`config.mk`:
```
export PLATFORM = sky130hd
export DESIGN_NAME = mr3k_ram
export DESIGN_NICKNAME = d
export VERILOG_FILES = /design/src/rtl/mr3k_ram.sv
export SDC_FILE = /design/constraint.sdc
export NUM_CORES = 1
export LEC_CHECK = 0
export ABC_AREA = 1
export BUFFER_PORTS_ARGS = -buffer_cell sky130_fd_sc_hd__buf_2
export CAP_MARGIN = 30
export CORE_UTILIZATION = 45
export CTS_CLUSTER_SIZE = 12
export DETAILED_ROUTE_END_ITERATION = 8
export PLACE_DENSITY = 0.66
export SLEW_MARGIN = 10
export SYNTH_ARGS = -nofsm -noshare
export SYNTH_HDL_FRONTEND = slang
export SYNTH_SLANG_ARGS = --single-unit
export TNS_END_PERCENT = 1
```
`constraint.sdc`:
```
create_clock -name clk -period 3 [get_ports clk]
set_input_delay 0.15 -clock clk [delete_from_list [all_inputs] [get_ports clk]]
set_output_delay 0.15 -clock clk [all_outputs]
set_load 0.03 [all_outputs]
```
`src/rtl/mr3k_ram.sv`:
```
`default_nettype none

module mr3k_ram #(
  parameter int WIDTH = 32,
  parameter int DEPTH = 32
) (
  input  wire logic                     clk,
  input  wire logic                     we,
  input  wire logic [$clog2(DEPTH)-1:0] waddr,
  input  wire logic [WIDTH-1:0]         wdata,
  input  wire logic [$clog2(DEPTH)-1:0] raddr,
  output logic      [WIDTH-1:0]         rdata
);

  logic [WIDTH-1:0] mem [DEPTH];

  always_ff @(posedge clk) begin
    if (we) begin
      mem[waddr] <= wdata;
    end
    rdata <= mem[raddr];
  end

endmodule

`default_nettype wire

```
==> summary.txt, run 1 <==
Routing
  • DRT Wirelength: ~110000 um
  • Per-cell routed wire length: 22.4 um
  • Remaining antenna violation count after routing: 0
  • Initial DRC count: around 3000
  • DRC: 0
  • Vias: 27200
  • Vias per cell: 5.50
  • 1st-pass router iterations: 6

STA
  • Max-slew violation count: 0
  • Endpoints failing hold: 0
  • Setup TNS: 0 ns
  • Setup violators final: 0
  • Period utilization: 53.9%
  • RSZ-0062 raised after global routing: false
  • Slew HR: 42.0%
  • Final Skew: 0.0250 ns
  • Minimum clock period: 1.62 ns
  • Worst-margin pin slew: 0.871 ns
  • Fmax: 618 MHz
  • Hold Slack: 0.0227 ns
  • Final worst slack: 1.38 ns

Floorplan
  • Die area: 95500 sq um
  • Die H: 309 um
  • Die Width: 309 um
  • Core Footprint: 93300 sq um
  • Initial core utilization: a little under half
  • Num rows: 112
  • Num ports: 76

Place
  • Pre-CTS setup slack: just over 0.8 ns
  • PortBufs: 75
  • Post-DP HPWL: between 50000 and 60000 um
  • Post-DP Area: 44200 sq um
  • Placer congestion estimate: 0.774

Setup path
  • Crit path buffers/inverters: 1
  • CP peak stage delay: 0.52 ns
  • Setup CP Type: register to output port
  • Worst-path cell chain: buf_2
  • Delay-heaviest family, CP: flip-flops
  • Crit-path max FO: 1
  • Crit path launch type: register
  • CP max stage cell: dfxtp_1
  • Critical Path AT: 1.47 ns
  • Minimum setup slack among reg-to-reg paths: 1.75 ns
  • Worst Path Required: 2.85 ns
  • Crit end category: output port

Global routing
  • Grt met1 use: 32.3%
  • Remaining Overflow, GRT: 0
  • Initial antenna violation count: 4
  • Largest net degree at the start of global routing: 139
  • Top Usage Layer GRT: met2
  • Met3 usage: 3.46%
  • Vias in the first global route: between 20000 and 30000
  • Met2 GRT Util: 38.5%
  • First-pass GRT wire length: 165000 um
  • Total GRT Usage: between 20% and 30%

Synthesis
  • Cells after Synth: 3536
  • Cell area after synthesis: 42400 sq um
  • Number of distinct library cells after synthesis: 14
  • Synthesized flop and latch total: 1056
  • Synth area leader: edfxtp_1
  • Synth top area cells: edfxtp_1 73%, nand2_1 13%, nand3_1 9.2%, buf_6 1.8%, dfxtp_1 1.5%
  • Mapped Nets: 3580
  • Syn Area/Cell: 12.0 sq um
  • Post-synthesis sequential area ratio: roughly three quarters
  • Synth top area share: between 70% and 80%
  • Yosys warnings: 0

Clock network
  • Clock slew at reported path FFs: 0.06 ns
  • # H-tree levels: 3
  • Clk sinks: roughly 1100
  • CTS Buf Count: 104
  • CTS tree: yes
  • Post_cts resized: 0
  • Setup bufs post-CTS: 0
  • Clock latency on the worst-skew pair: 0.67 ns
  • CTS Root Buffer Type: clkbuf_16
  • Clock tree buffer depth: 3
  • Hold_buf cts: 25

Power and ir drop
  • Maximum VDD drop: around 0.48 mV
  • Final Total Pwr: 30.8 mW
  • Pwr/cell area: roughly 650 nW/um^2
  • Leak: 17.4 nW

Layout
  • Fraction of layout instances using a drive strength above 1: 9.11%
  • Nets@finish: 3665
  • Post-route design area: approximately 48000 sq um
  • Area Growth Syn to Fin: 12.4%
  • Area of the multi-input gates: slightly below 10000 sq um
  • Seq. cell area: 31400 sq um
  • FILL cells: about 7900

Min path
  • Hold Crit Class: input pin to register

Status
  • Status: finished clean

Run
  • Max cap viols: 0
-- registers in the layout (all words and copies together), names as in the netlist --
| name | cells |
|---|---|
| rdata | 32 |
| mem | 1024 |
-- cell usage after synthesis --
master and number:
inv_1 7, dfxtp_1 32, edfxtp_1 1024, buf_6 66, buf_2 83, buf_4 24
buf_8 3, nand2_1 1440, inv_8 1, nor2_1 32, buf_1 18, clkbuf_1 24
nand3_1 780, inv_2 2
-- metal layers --
layer | part of all wire, % | vias to the layer above
li1 | - | 12500
met1 | 41 | 13500
met2 | 49 | 1067
met3 | 7.5 | 161
met4 | 2.5 | 4
met5 | 0.023 | -
-- path summary, 6_finish.rpt --
path	startpoint	end	cells past startpoint
worst min-delay path	wdata[24]	mem[14][24]	1
worst max register to register	mem[15][10]	rdata[10]	8
worst max-delay path	rdata[17]	rdata[17]	1
worst min register to register	mem[6][30]	rdata[30]	8
-- cells by family after synthesis --
group | count (synthesis) | share of synthesized area, %
buffers and inverters | 228 | 3.74
and+or+nand+nor | 2252 | 22.2
DFF | 1056 | 74.0
-- power by group --
group	internal, mW	switching [mW]
Combinational	0.522	1.45
Clock	7.02	5.30
Sequential	16.4	0.0780
Total	23.9	6.84
-- layout by cell type, fill, tap and decap left out, types with 11 or more instances in the layout --
cell type / Yosys / final
nand2_1: 1440 / 1440
edfxtp_1: 1024 / 1024
nand3_1: 780 / 780
clkbuf_16: 0 / 107
buf_2: 83 / 71
buf_4: 24 / 66
clkbuf_1: 24 / 49
nor2_4: 0 / 32
buf_12: 0 / 32
dfxtp_1: 32 / 32
dlygate4sd3_1: 0 / 25
clkbuf_8: 0 / 11
-- final cells by class --
type,instances,area share [%]
antenna,2,0.0105
clock buffer,167,6.32
clock inverter,17,0.383
inverter,10,0.142
multi-input combinational,2252,20.3
sequential,1056,65.8
tap,1254,3.29
timing repair buffer,197,3.74
-- metrics by stage --
stage	instances	utilization, %
3_3_place_gp	4744	47.4
6_report	4955	51.1
5_1_grt	4953	51.1
2_1_floorplan	3536	-
3_5_place_dp	4744	47.4
4_1_cts	4953	51.1
No activity file was read; power rests on OpenSTA's default activity.
==> inputs of run 2 (changes only) <==
clock period = 1.7 ns   (was 3 ns; I/O delays follow)
==> summary.txt, run 2 (synthesized netlist as in run 1, its figures left out) <==
Status
  • Status: finished clean

Clock network
  • CTS Root Buffer Type: clkbuf_16
  • Clock latency on the worst-skew pair: 0.68 ns
  • CTS tree: yes
  • CTS Buf Count: 104
  • Clock tree buffer depth: 3
  • Clk sinks: 1056
  • # H-tree levels: 3
  • Post_cts resized: 0
  • Clock slew at reported path FFs: 0.06 ns

Setup path
  • Critical Path AT: 1.49 ns
  • Crit end category: output port
  • Path length in cells of the critical path: 1
  • CP peak stage delay: 0.54 ns
  • Delay-heaviest family, CP: flip-flops
  • CP max stage cell: dfxtp_1
  • Worst-path cell chain: buf_2
  • Reg2reg path depth: 8
  • Worst Path Required: about 1.6 ns
  • Crit path launch type: register
  • Critical path capture point: rdata[17]
  • Minimum setup slack among reg-to-reg paths: 0.51 ns
  • Crit-path max FO: 1
  • Crit path buffers/inverters: 1
  • Beginning of the critical path: rdata[17]
  • Setup CP Type: register to output port
  • Worst R2R End: rdata[21]
  • Worst R2R Start: mem[5][21]

Routing
  • DRC: 0
  • 1st-pass router iterations: 5
  • Vias: 27500
  • Initial DRC count: 3191
  • DRT Wirelength: 113000 um
  • Remaining antenna violation count after routing: 0
  • Vias per cell: 5.45
  • Per-cell routed wire length: roughly 22 um

Global routing
  • Initial antenna violation count: 3
  • First-pass GRT wire length: between 150000 and 200000 um
  • Vias in the first global route: 25800
  • Largest net degree at the start of global routing: 75
  • Total GRT Usage: 23.7%
  • Remaining Overflow, GRT: 0

Layout
  • Biggest regs: mem: 1024 flops, rdata: 32 flops
  • Area Growth Syn to Fin: 16.0%
  • Fraction of layout instances using a drive strength above 1: 10.9%
  • Max reg flops: between 1000 and 1500
  • Largest Register: mem
  • Most frequent cells in the layout: 1440 x nand2_1, 1024 x edfxtp_1, 780 x nand3_1
  • Commonest non-fill, non-tap cell in the layout: nand2_1
  • # diodes: 0
  • FILL cells: 7684
  • Area of the multi-input gates: 9670 sq um
  • Nets@finish: 3756
  • Util after Layout: 52.7%
  • Seq. cell area: 31400 sq um

STA
  • Slew HR: 56.5%
  • Fmax: 635 MHz
  • Setup violators final: 0
  • Final Skew: about 0.022 ns
  • Final worst slack: ~0.13 ns
  • Period utilization: roughly 93%
  • Minimum clock period: 1.57 ns
  • Endpoints failing hold: 0
  • Worst-margin pin slew: 0.653 ns
  • Max-slew violation count: 0
  • RSZ-0062 raised after global routing: false

Power and ir drop
  • Maximum VDD drop: slightly below 0.8 mV
  • Final Total Pwr: around 54 mW
  • Leak: roughly 18 nW
  • Pwr/cell area: between 1000 and 1500 nW/um^2

Place
  • Placer congestion estimate: about 0.83
  • Post-DP HPWL: 62700 um
  • Pre-CTS setup slack: approximately 0.11 ns
  • PortBufs: 75

Floorplan
  • Num ports: 76
  • Num rows: between 100 and 150
  • Die Width: 309 um
  • Core Footprint: just over 90000 sq um
  • Initial core utilization: 45.4%
  • Die area: 95500 sq um
  • Die H: 309 um

Min path
  • Hold Crit Class: input pin to register
  • Worst Hold Path Cells: 9

Run
  • Max cap viols: 0
run 2: layout make-up:
| cell class | instances | area share (%) |
|---|---|---|
| Clock buffer | 180 | 6.05 |
| Multi-Input combinational cell | 2252 | 19.7 |
| Inverter | 10 | 0.137 |
| Tap cell | 1254 | 3.19 |
| Sequential cell | 1056 | 63.8 |
| Timing Repair Buffer | 288 | 6.81 |
| Clock inverter | 17 | 0.366 |
run 2: through the flow:
stage          hold WS, ns  std cells  area [sq um]  TNS, ns
2_1_floorplan        0.184       3536         42400  -454.22
3_3_place_gp         0.519       4826         45700        0
3_5_place_dp         0.519       4826         45700        0
5_1_grt              0.140       5057         49200        0
4_1_cts             0.0652       5057         49200        0
6_report            0.0866       5057         49200        0
run 2: metal layers:
metal / vias up / track usage [%] / wire length (um)
li1: 12700 / - / -
met1: 13400 / 33.1 / 46600
met2: 1210 / 38.7 / 53900
met3: 205 / 3.16 / 8940
met4: 6 / 7.53 / 3210
met5: - / 0 / 41
run 2: report_power, final:
part / switching, mW / leakage [nW] / internal [mW]
logic: 2.63 / 7.03 / 1.15
registers: 0.140 / 9.49 / 28.9
clock network: 9.43 / 1.51 / 12.2
total: 12.2 / 18.0 / 42.3
run 2: worst min-delay path by stage:
stage / start / end
2_1_floorplan: wdata[0] / mem[0][0]
3_3_place_gp: rdata[0] / rdata[0]
3_5_place_dp: rdata[14] / rdata[14]
4_1_cts: raddr[1] / rdata[16]
5_1_grt: raddr[1] / rdata[16]
6_report: raddr[1] / rdata[16]
run 2: tightest hold or removal path: cells and delay by family:
kind | cells | cell delay (ns)
simple gates | 7 | 0.39
buf+inv | 2 | 0.23
run 2: repair_timing:
| action | 4_1_cts | 5_1_grt |
|---|---|---|
| setup buffers | 0 | 0 |
| hold buffers | 34 | 0 |
| hold endpoints to repair | 1041 | 0 |
