==> src/rtl/mr3k_pkg.sv <==
`default_nettype none

package mr3k_pkg;

  localparam int GPR_COUNT_DEFAULT = 32;
  localparam int C0_COUNT = 32;

  localparam logic [31:0] PC_RESET       = 32'hBFC0_0000;
  localparam logic [31:0] SP_RESET_VALUE = 32'h801F_FFF0;
  localparam logic [31:0] C0_STATUS_INIT = 32'h1040_0000;
  localparam logic [31:0] C0_PRID_INIT   = 32'h0000_0002;
  localparam logic [31:0] CAUSE_WR_MASK  = 32'h0000_0300;
  localparam logic [31:0] JUMP_REGION    = 32'hF000_0000;

  localparam logic [4:0] GPR_ZERO = 5'd0;
  localparam logic [4:0] REG_SP   = 5'd29;
  localparam logic [4:0] REG_RA   = 5'd31;

  localparam logic [4:0] C0_BADVADDR = 5'd8;
  localparam logic [4:0] C0_R6       = 5'd6;
  localparam logic [4:0] C0_SR       = 5'd12;
  localparam logic [4:0] C0_CAUSE    = 5'd13;
  localparam logic [4:0] C0_EPC      = 5'd14;
  localparam logic [4:0] C0_PRID     = 5'd15;

  // Result status codes.
  localparam logic [1:0] ST_OK      = 2'd0;
  localparam logic [1:0] ST_UNIMPL  = 2'd1;
  localparam logic [1:0] ST_NO_BOOT = 2'd2;
  localparam logic [1:0] ST_KIND    = 2'd3;

  // Primary opcodes.
  localparam logic [5:0] OP_SPECIAL = 6'h00;
  localparam logic [5:0] OP_J       = 6'h02;
  localparam logic [5:0] OP_JAL     = 6'h03;
  localparam logic [5:0] OP_BEQ     = 6'h04;
  localparam logic [5:0] OP_BNE     = 6'h05;
  localparam logic [5:0] OP_ADDI    = 6'h08;
  localparam logic [5:0] OP_ADDIU   = 6'h09;
  localparam logic [5:0] OP_SLTI    = 6'h0A;
  localparam logic [5:0] OP_SLTIU   = 6'h0B;
  localparam logic [5:0] OP_ANDI    = 6'h0C;
  localparam logic [5:0] OP_ORI     = 6'h0D;
  localparam logic [5:0] OP_XORI    = 6'h0E;
  localparam logic [5:0] OP_LUI     = 6'h0F;
  localparam logic [5:0] OP_COP0    = 6'h10;
  localparam logic [5:0] OP_LW      = 6'h23;
  localparam logic [5:0] OP_SW      = 6'h2B;

  // SPECIAL function codes.
  localparam logic [5:0] FN_SLL   = 6'h00;
  localparam logic [5:0] FN_SRL   = 6'h02;
  localparam logic [5:0] FN_SRA   = 6'h03;
  localparam logic [5:0] FN_SLLV  = 6'h04;
  localparam logic [5:0] FN_SRLV  = 6'h06;
  localparam logic [5:0] FN_SRAV  = 6'h07;
  localparam logic [5:0] FN_JR    = 6'h08;
  localparam logic [5:0] FN_JALR  = 6'h09;
  localparam logic [5:0] FN_MFHI  = 6'h10;
  localparam logic [5:0] FN_MTHI  = 6'h11;
  localparam logic [5:0] FN_MFLO  = 6'h12;
  localparam logic [5:0] FN_MTLO  = 6'h13;
  localparam logic [5:0] FN_MULT  = 6'h18;
  localparam logic [5:0] FN_MULTU = 6'h19;
  localparam logic [5:0] FN_DIV   = 6'h1A;
  localparam logic [5:0] FN_DIVU  = 6'h1B;
  localparam logic [5:0] FN_ADD   = 6'h20;
  localparam logic [5:0] FN_ADDU  = 6'h21;
  localparam logic [5:0] FN_SUB   = 6'h22;
  localparam logic [5:0] FN_SUBU  = 6'h23;
  localparam logic [5:0] FN_AND   = 6'h24;
  localparam logic [5:0] FN_OR    = 6'h25;
  localparam logic [5:0] FN_XOR   = 6'h26;
  localparam logic [5:0] FN_NOR   = 6'h27;
  localparam logic [5:0] FN_SLT   = 6'h2A;
  localparam logic [5:0] FN_SLTU  = 6'h2B;

  // COP0 rs codes and the RFE function code.
  localparam logic [4:0] CO_MF  = 5'h00;
  localparam logic [4:0] CO_MT  = 5'h04;
  localparam logic [4:0] CO_CO  = 5'h10;
  localparam logic [5:0] FN_RFE = 6'h10;

  typedef struct packed {
    logic start;
    logic is_div;
    logic is_signed;
  } md_req_t;

  function automatic logic [31:0] c0_reset_value(input logic [4:0] addr);
    logic [31:0] v;
    v = '0;
    if (addr == C0_SR) v = C0_STATUS_INIT;
    if (addr == C0_PRID) v = C0_PRID_INIT;
    return v;
  endfunction

endpackage

`default_nettype wire

==> src/rtl/mr3k_muldiv.sv <==
`default_nettype none

module mr3k_muldiv (
  input  wire logic             clk,
  input  wire logic             rst,
  input  wire mr3k_pkg::md_req_t req,
  input  wire logic [31:0]      a,
  input  wire logic [31:0]      b,
  output logic                  done,
  output logic      [31:0]      hi,
  output logic      [31:0]      lo
);

  localparam logic [1:0] P_IDLE = 2'd0;
  localparam logic [1:0] P_RUN  = 2'd1;
  localparam logic [1:0] P_FIX  = 2'd2;

  logic [1:0]  phase;
  logic [4:0]  cnt;
  logic        is_div;
  logic        is_sgn;
  logic        special;
  logic [31:0] opa;
  logic [31:0] opb;
  logic [31:0] dvs;
  logic [31:0] acc_hi;
  logic [31:0] acc_lo;
  logic [32:0] mul_sum;
  logic [32:0] rem_sh;
  logic [32:0] diff;
  logic        a_neg;
  logic        b_neg;
  logic [31:0] corr_a;
  logic [31:0] corr_b;

  assign a_neg   = is_sgn & opa[31];
  assign b_neg   = is_sgn & opb[31];
  assign mul_sum = {1'b0, acc_hi} + (acc_lo[0] ? {1'b0, dvs} : 33'd0);
  assign rem_sh  = {acc_hi, acc_lo[31]};
  assign diff    = rem_sh - {1'b0, dvs};
  assign corr_a  = a_neg ? opb : 32'd0;
  assign corr_b  = b_neg ? opa : 32'd0;

  always_ff @(posedge clk) begin
    if (rst) begin
      phase <= P_IDLE;
      done  <= 1'b0;
    end else begin
      done <= 1'b0;
      unique case (phase)
        P_IDLE: begin
          if (req.start) begin
            phase <= P_RUN;
          end
        end
        P_RUN: begin
          if (special || cnt == 5'd0) begin
            phase <= P_FIX;
          end
        end
        P_FIX: begin
          phase <= P_IDLE;
          done  <= 1'b1;
        end
        default: begin
          phase <= P_IDLE;
        end
      endcase
    end
  end

  always_ff @(posedge clk) begin
    if (phase == P_IDLE && req.start) begin
      opa     <= a;
      opb     <= b;
      is_div  <= req.is_div;
      is_sgn  <= req.is_signed;
      cnt     <= 5'd31;
      acc_hi  <= '0;
      special <= 1'b0;
      if (req.is_div) begin
        dvs    <= (req.is_signed && b[31]) ? (32'd0 - b) : b;
        acc_lo <= (req.is_signed && a[31]) ? (32'd0 - a) : a;
        if (b == 32'd0) begin
          special <= 1'b1;
          acc_hi  <= a;
          acc_lo  <= (req.is_signed && a[31]) ? 32'd1 : 32'hFFFF_FFFF;
        end else if (req.is_signed && a == 32'h8000_0000 && b == 32'hFFFF_FFFF) begin
          special <= 1'b1;
          acc_hi  <= 32'd0;
          acc_lo  <= 32'h8000_0000;
        end
      end else begin
        dvs    <= a;
        acc_lo <= b;
      end
    end else if (phase == P_RUN && !special) begin
      cnt <= cnt - 5'd1;
      if (is_div) begin
        // One restoring step: shift in the next dividend bit, subtract if it fits.
        if (!diff[32]) begin
          acc_hi <= diff[31:0];
        end else begin
          acc_hi <= rem_sh[31:0];
        end
        acc_lo <= {acc_lo[30:0], ~diff[32]};
      end else begin
        acc_hi <= mul_sum[32:1];
        acc_lo <= {mul_sum[0], acc_lo[31:1]};
      end
    end else if (phase == P_FIX) begin
      if (special) begin
        hi <= acc_hi;
        lo <= acc_lo;
      end else if (is_div) begin
        lo <= (a_neg != b_neg) ? (32'd0 - acc_lo) : acc_lo;
        hi <= a_neg ? (32'd0 - acc_hi) : acc_hi;
      end else begin
        // Signed product from the unsigned one by correcting the upper word.
        hi <= acc_hi - corr_a - corr_b;
        lo <= acc_lo;
      end
    end
  end

endmodule

`default_nettype wire

==> config.mk <==
export PLATFORM = sky130hd
export DESIGN_NAME = mr3k_muldiv
export DESIGN_NICKNAME = d
export VERILOG_FILES = /design/src/rtl/mr3k_pkg.sv /design/src/rtl/mr3k_muldiv.sv
export SDC_FILE = /design/constraint.sdc
export NUM_CORES = 1
export LEC_CHECK = 0
export BUFFER_PORTS_ARGS = -buffer_cell sky130_fd_sc_hd__clkbuf_2
export CAP_MARGIN = 40
export CORE_MARGIN = 2
export CORE_UTILIZATION = 35
export DETAILED_ROUTE_END_ITERATION = 10
export PLACE_DENSITY = 0.48
export REMOVE_ABC_BUFFERS = 1
export SLEW_MARGIN = 20
export SYNTH_ARGS = -nofsm -noshare
export SYNTH_HDL_FRONTEND = slang
export SYNTH_SLANG_ARGS = --single-unit
==> constraint.sdc <==
create_clock -name clk -period 9.21 [get_ports clk]
set_clock_uncertainty 0.2 [all_clocks]
set_input_delay 0 -clock clk [delete_from_list [all_inputs] [get_ports clk]]
set_output_delay 0 -clock clk [all_outputs]
set_load 0.01 [all_outputs]
==> Flow_metrics.wiki <==
{| class="wikitable"
! Metric !! Value
|-
| Number of enable flip-flop cells after synthesis || 227
|-
| Initial cell density of the core || 0.354
|-
| Post-synthesis cell area || 19,000 µm²
|-
| Io pins || 134
|-
| Via-per-instance ratio || 5.58
|-
| Total overflow reported by the global router || 0
|-
| Aggregate global-route resource usage || 0.230
|-
| Arrival time reported for the critical path endpoint || 5.19 ns
|-
| Overall power after layout || 0.00513 W
|-
| First-pass GRT wire length || 100,000 µm
|-
| Final Hold Fails || 0
|-
| Floorplan die height || 237 µm
|-
| Warnings from Yosys || 0
|-
| Unrepaired setup endpoints after global routing || false
|-
| Total number of H-tree levels || 1
|-
| DRC errors left || 0
|-
| Hold slack || 0.0443 ns
|-
| Per-cell routed wire length || 21.9 µm
|-
| Antenna violations before repair || 2
|-
| Static power due to leakage || 9.12 nW
|-
| Startpoint type of the worst setup path || flop
|-
| Syn avg cell area || 8.96 µm²
|-
| Flip-flop and latch count after synthesis || 235
|-
| Routability congestion estimate from global placement || 0.948
|-
| Clock tree sinks || 235
|-
| Number of slew-limit violations in the final report || 0
|-
| Post-synthesis cell type with the largest combined area || edfxtp_1
|-
| Die ar. || 56,300 µm²
|-
| Category of the worst setup path capture point || flop
|-
| Highest clock frequency the design can meet || 201 MHz
|-
| Hold Path Stages || 2
|-
| Proportion of register bits with asynchronous set or reset after synthesis || 0
|-
| Wire length reported by the detailed router || 65,800 µm
|-
| Result of the run || finished clean
|-
| Number of max-cap violations || 0
|-
| Number of I/O port buffers || 133
|-
| Clock-pin slew reported for the worst setup and hold paths after clock tree synthesis || 0.06 ns
|-
| Standard cell area after detailed placement || 20,600 µm²
|-
| Worst Setup Path Type || reg -> reg
|-
| Ratio of final minimum period to clock period || 0.541
|-
| Hold WC Path Type || in -> reg
|-
| Antenna Nets Post-Route || 0
|-
| Setup_tns || 0 ns
|-
| Sum of net half-perimeters after detailed placement || 50,600 µm
|-
| Post-layout util || 0.416
|-
| Vias in the first global route || 16,600
|-
| Initial detailed-routing violation count || 1,373
|-
| Floorplan Core Area || 53,800 µm²
|-
| Main area contributors after synthesis || edfxtp_1 36%, ha_1 6.8%, a21oi_1 4.7%
|-
| Share of final-layout standard cells stronger than drive strength 1 || 0.105
|-
| Maximum clock insertion buffer count || 3
|-
| Post-synth top area share || 0.358
|-
| Layout overhead on the synthesized area || 17.5%
|-
| Die width || 237 µm
|-
| Clock tree root driver cell || clkbuf_16
|-
| Final-report setup violation count || 0
|-
| Largest net degree at the start of global routing || 65
|-
| Total via count in the routed design || 16,800
|-
| Site row count || 85
|-
| Required time of the worst setup path || 9.42 ns
|-
| Count of different cell masters after synthesis || 80
|-
| Post-Syn Instances || 2,124
|-
| Least-Margin Pin Slew || 0.843 ns
|-
| Largest voltage drop on the vdd net || 0.000102 V
|-
| Max-Slew Margin vs Limit || 0.438
|-
| Initial DRT Pass Iterations || 7
|-
| Clock period minus worst slack || 4.98 ns
|-
| P per Cell Area || 229 nW/µm²
|-
| Count of fill cells added during filler insertion || 5,399
|-
| Number of nets in the final layout || 2,496
|-
| CTS tree || done
|-
| Post-CTS sizing || 0
|-
| Worst-skew pair later-pin latency || 0.59 ns
|-
| Register area share after synthesis || 0.366
|-
| Flip-flop cell with the highest count after synthesis || edfxtp_1
|-
| TritonCTS buffer count || 30
|-
| Antenna Diode Count || 0
|-
| Worst r2r path cells || 17
|-
| Crit path max fanout || 64
|-
| Area of all placed cells without fillers || 22,400 µm²
|}
placed cells by master (no fill, tap or decap), drive strengths merged, types with 26 or more instances in the layout:
master | synthesis | layout
a21o | 53 | 53
a21oi | 177 | 177
a22oi | 33 | 33
and3 | 72 | 72
buf | 18 | 35
clkbuf | 84 | 170
dlygate4sd3 | 0 | 70
edfxtp | 227 | 227
fa | 33 | 33
ha | 103 | 103
inv | 162 | 164
mux2i | 38 | 38
nand2 | 126 | 126
nand3 | 79 | 79
nor2 | 214 | 214
nor3 | 50 | 50
o21ai | 134 | 134
o221ai | 34 | 34
o31ai | 26 | 26
xnor2 | 98 | 98
xor2 | 71 | 71
registers in the layout (all words and copies together) (netlist names):
name     count
special      1
opa         32
dvs         32
is_div       1
acc_lo      32
cnt          5
is_sgn       1
hi          32
phase        2
opb         32
lo          32
done         1
acc_hi      32
worst max-delay path, cell delays in order, from the launching register on:
cell      delay (ns)
edfxtp_1        0.35
buf_4           0.27
and3_1          0.23
fa_1            0.53
inv_1           0.05
ha_1            0.18
or2_2           0.30
fa_1            0.41
a21oi_1         0.28
o211ai_1        0.19
a41o_1          0.33
a32oi_1         0.26
a21oi_1         0.12
o41ai_1         0.33
buf_2           0.22
o211ai_1        0.11
mux2i_1         0.14
a221oi_1        0.27
worst paths after layout:
check	from	end	slack, ns
setup / recovery	is_sgn	hi[30]	4.23
hold / removal	b[17]	opb[17]	0.04
setup reg to reg	is_sgn	hi[30]	4.23
hold reg to reg	cnt[1]	cnt[1]	0.31
stage by stage:
stage	cells	setup slack (ns)
2_1_floorplan	2022	2.75
3_3_place_gp	2873	3.85
3_5_place_dp	2884	4.28
4_1_cts	3010	4.23
5_1_grt	3011	3.85
6_report	3011	4.23
synthesized netlist by cell type (5+ instances only):
cell type and number:
a21o_1 53, a21boi_0 5, mux2i_1 38, nor3_1 47
and3_1 72, buf_1 7, a221o_1 5, o221ai_1 34
edfxtp_1 227, or2_2 6, and2_1 15, or4_1 11
a41oi_1 6, inv_1 162, o31ai_1 26, a21oi_1 177
o21bai_1 11, a22oi_1 33, nor2b_1 15, o41ai_1 6
nand2_1 126, dfxtp_1 8, ha_1 103, clkbuf_1 84
nand3_1 79, o21ai_0 118, o22ai_1 8, nor4_1 14
nor2_1 212, o21ai_1 15, a31oi_1 16, xnor2_1 98
fa_1 33, o32ai_1 6, a211oi_1 16, o211ai_1 17
or3_1 15, xor2_1 71, o21a_1 14, buf_2 6
nand4_1 18, nand2b_1 12
layer usage:
metal | vias up | global-route usage | wire [µm]
met4 | 0 | 0.0795 | 2140
met1 | 8007 | 0.325 | 30800
li1 | 8159 | - | -
met3 | 110 | 0.0281 | 3830
met5 | - | 0 | 0
met2 | 521 | 0.363 | 29000
area by class of cell:
cell class | instances | area, µm² | share of cell area
clock inverter | 18 | 273 | 0.0122
multi-input combinational | 1623 | 11100 | 0.495
inverter | 164 | 621 | 0.0277
tap | 696 | 871 | 0.0389
timing repair buffer | 237 | 1760 | 0.0785
sequential | 235 | 6980 | 0.312
clock buffer | 38 | 802 | 0.0359
repair_timing:
| action | 4_1_cts | 5_1_grt |
|---|---|---|
| hold endpoints to repair | 169 | 0 |
| buffers inserted | 0 | 0 |
| hold buffers | 70 | 0 |
power by group:
group | leakage (nW) | switching (W) | internal (W)
registers | 2.22 | 0.000178 | 0.00135
clock network | 0.516 | 0.000497 | 0.000809
logic | 6.37 | 0.00136 | 0.000936
total | 9.12 | 0.00203 | 0.00309
logic make-up after synthesis:
kind of cell,count (synthesis),share of synthesized area
buffers and inverters,266,0.0542
XOR/XNOR,169,0.0777
multiplexers,40,0.0212
flip-flops,235,0.366
AO/OA/AOI/OAI,612,0.208
AND/OR/NAND/NOR,666,0.170
adder cells (fa/ha/maj),136,0.102
Power figures use the tool's default switching activity.
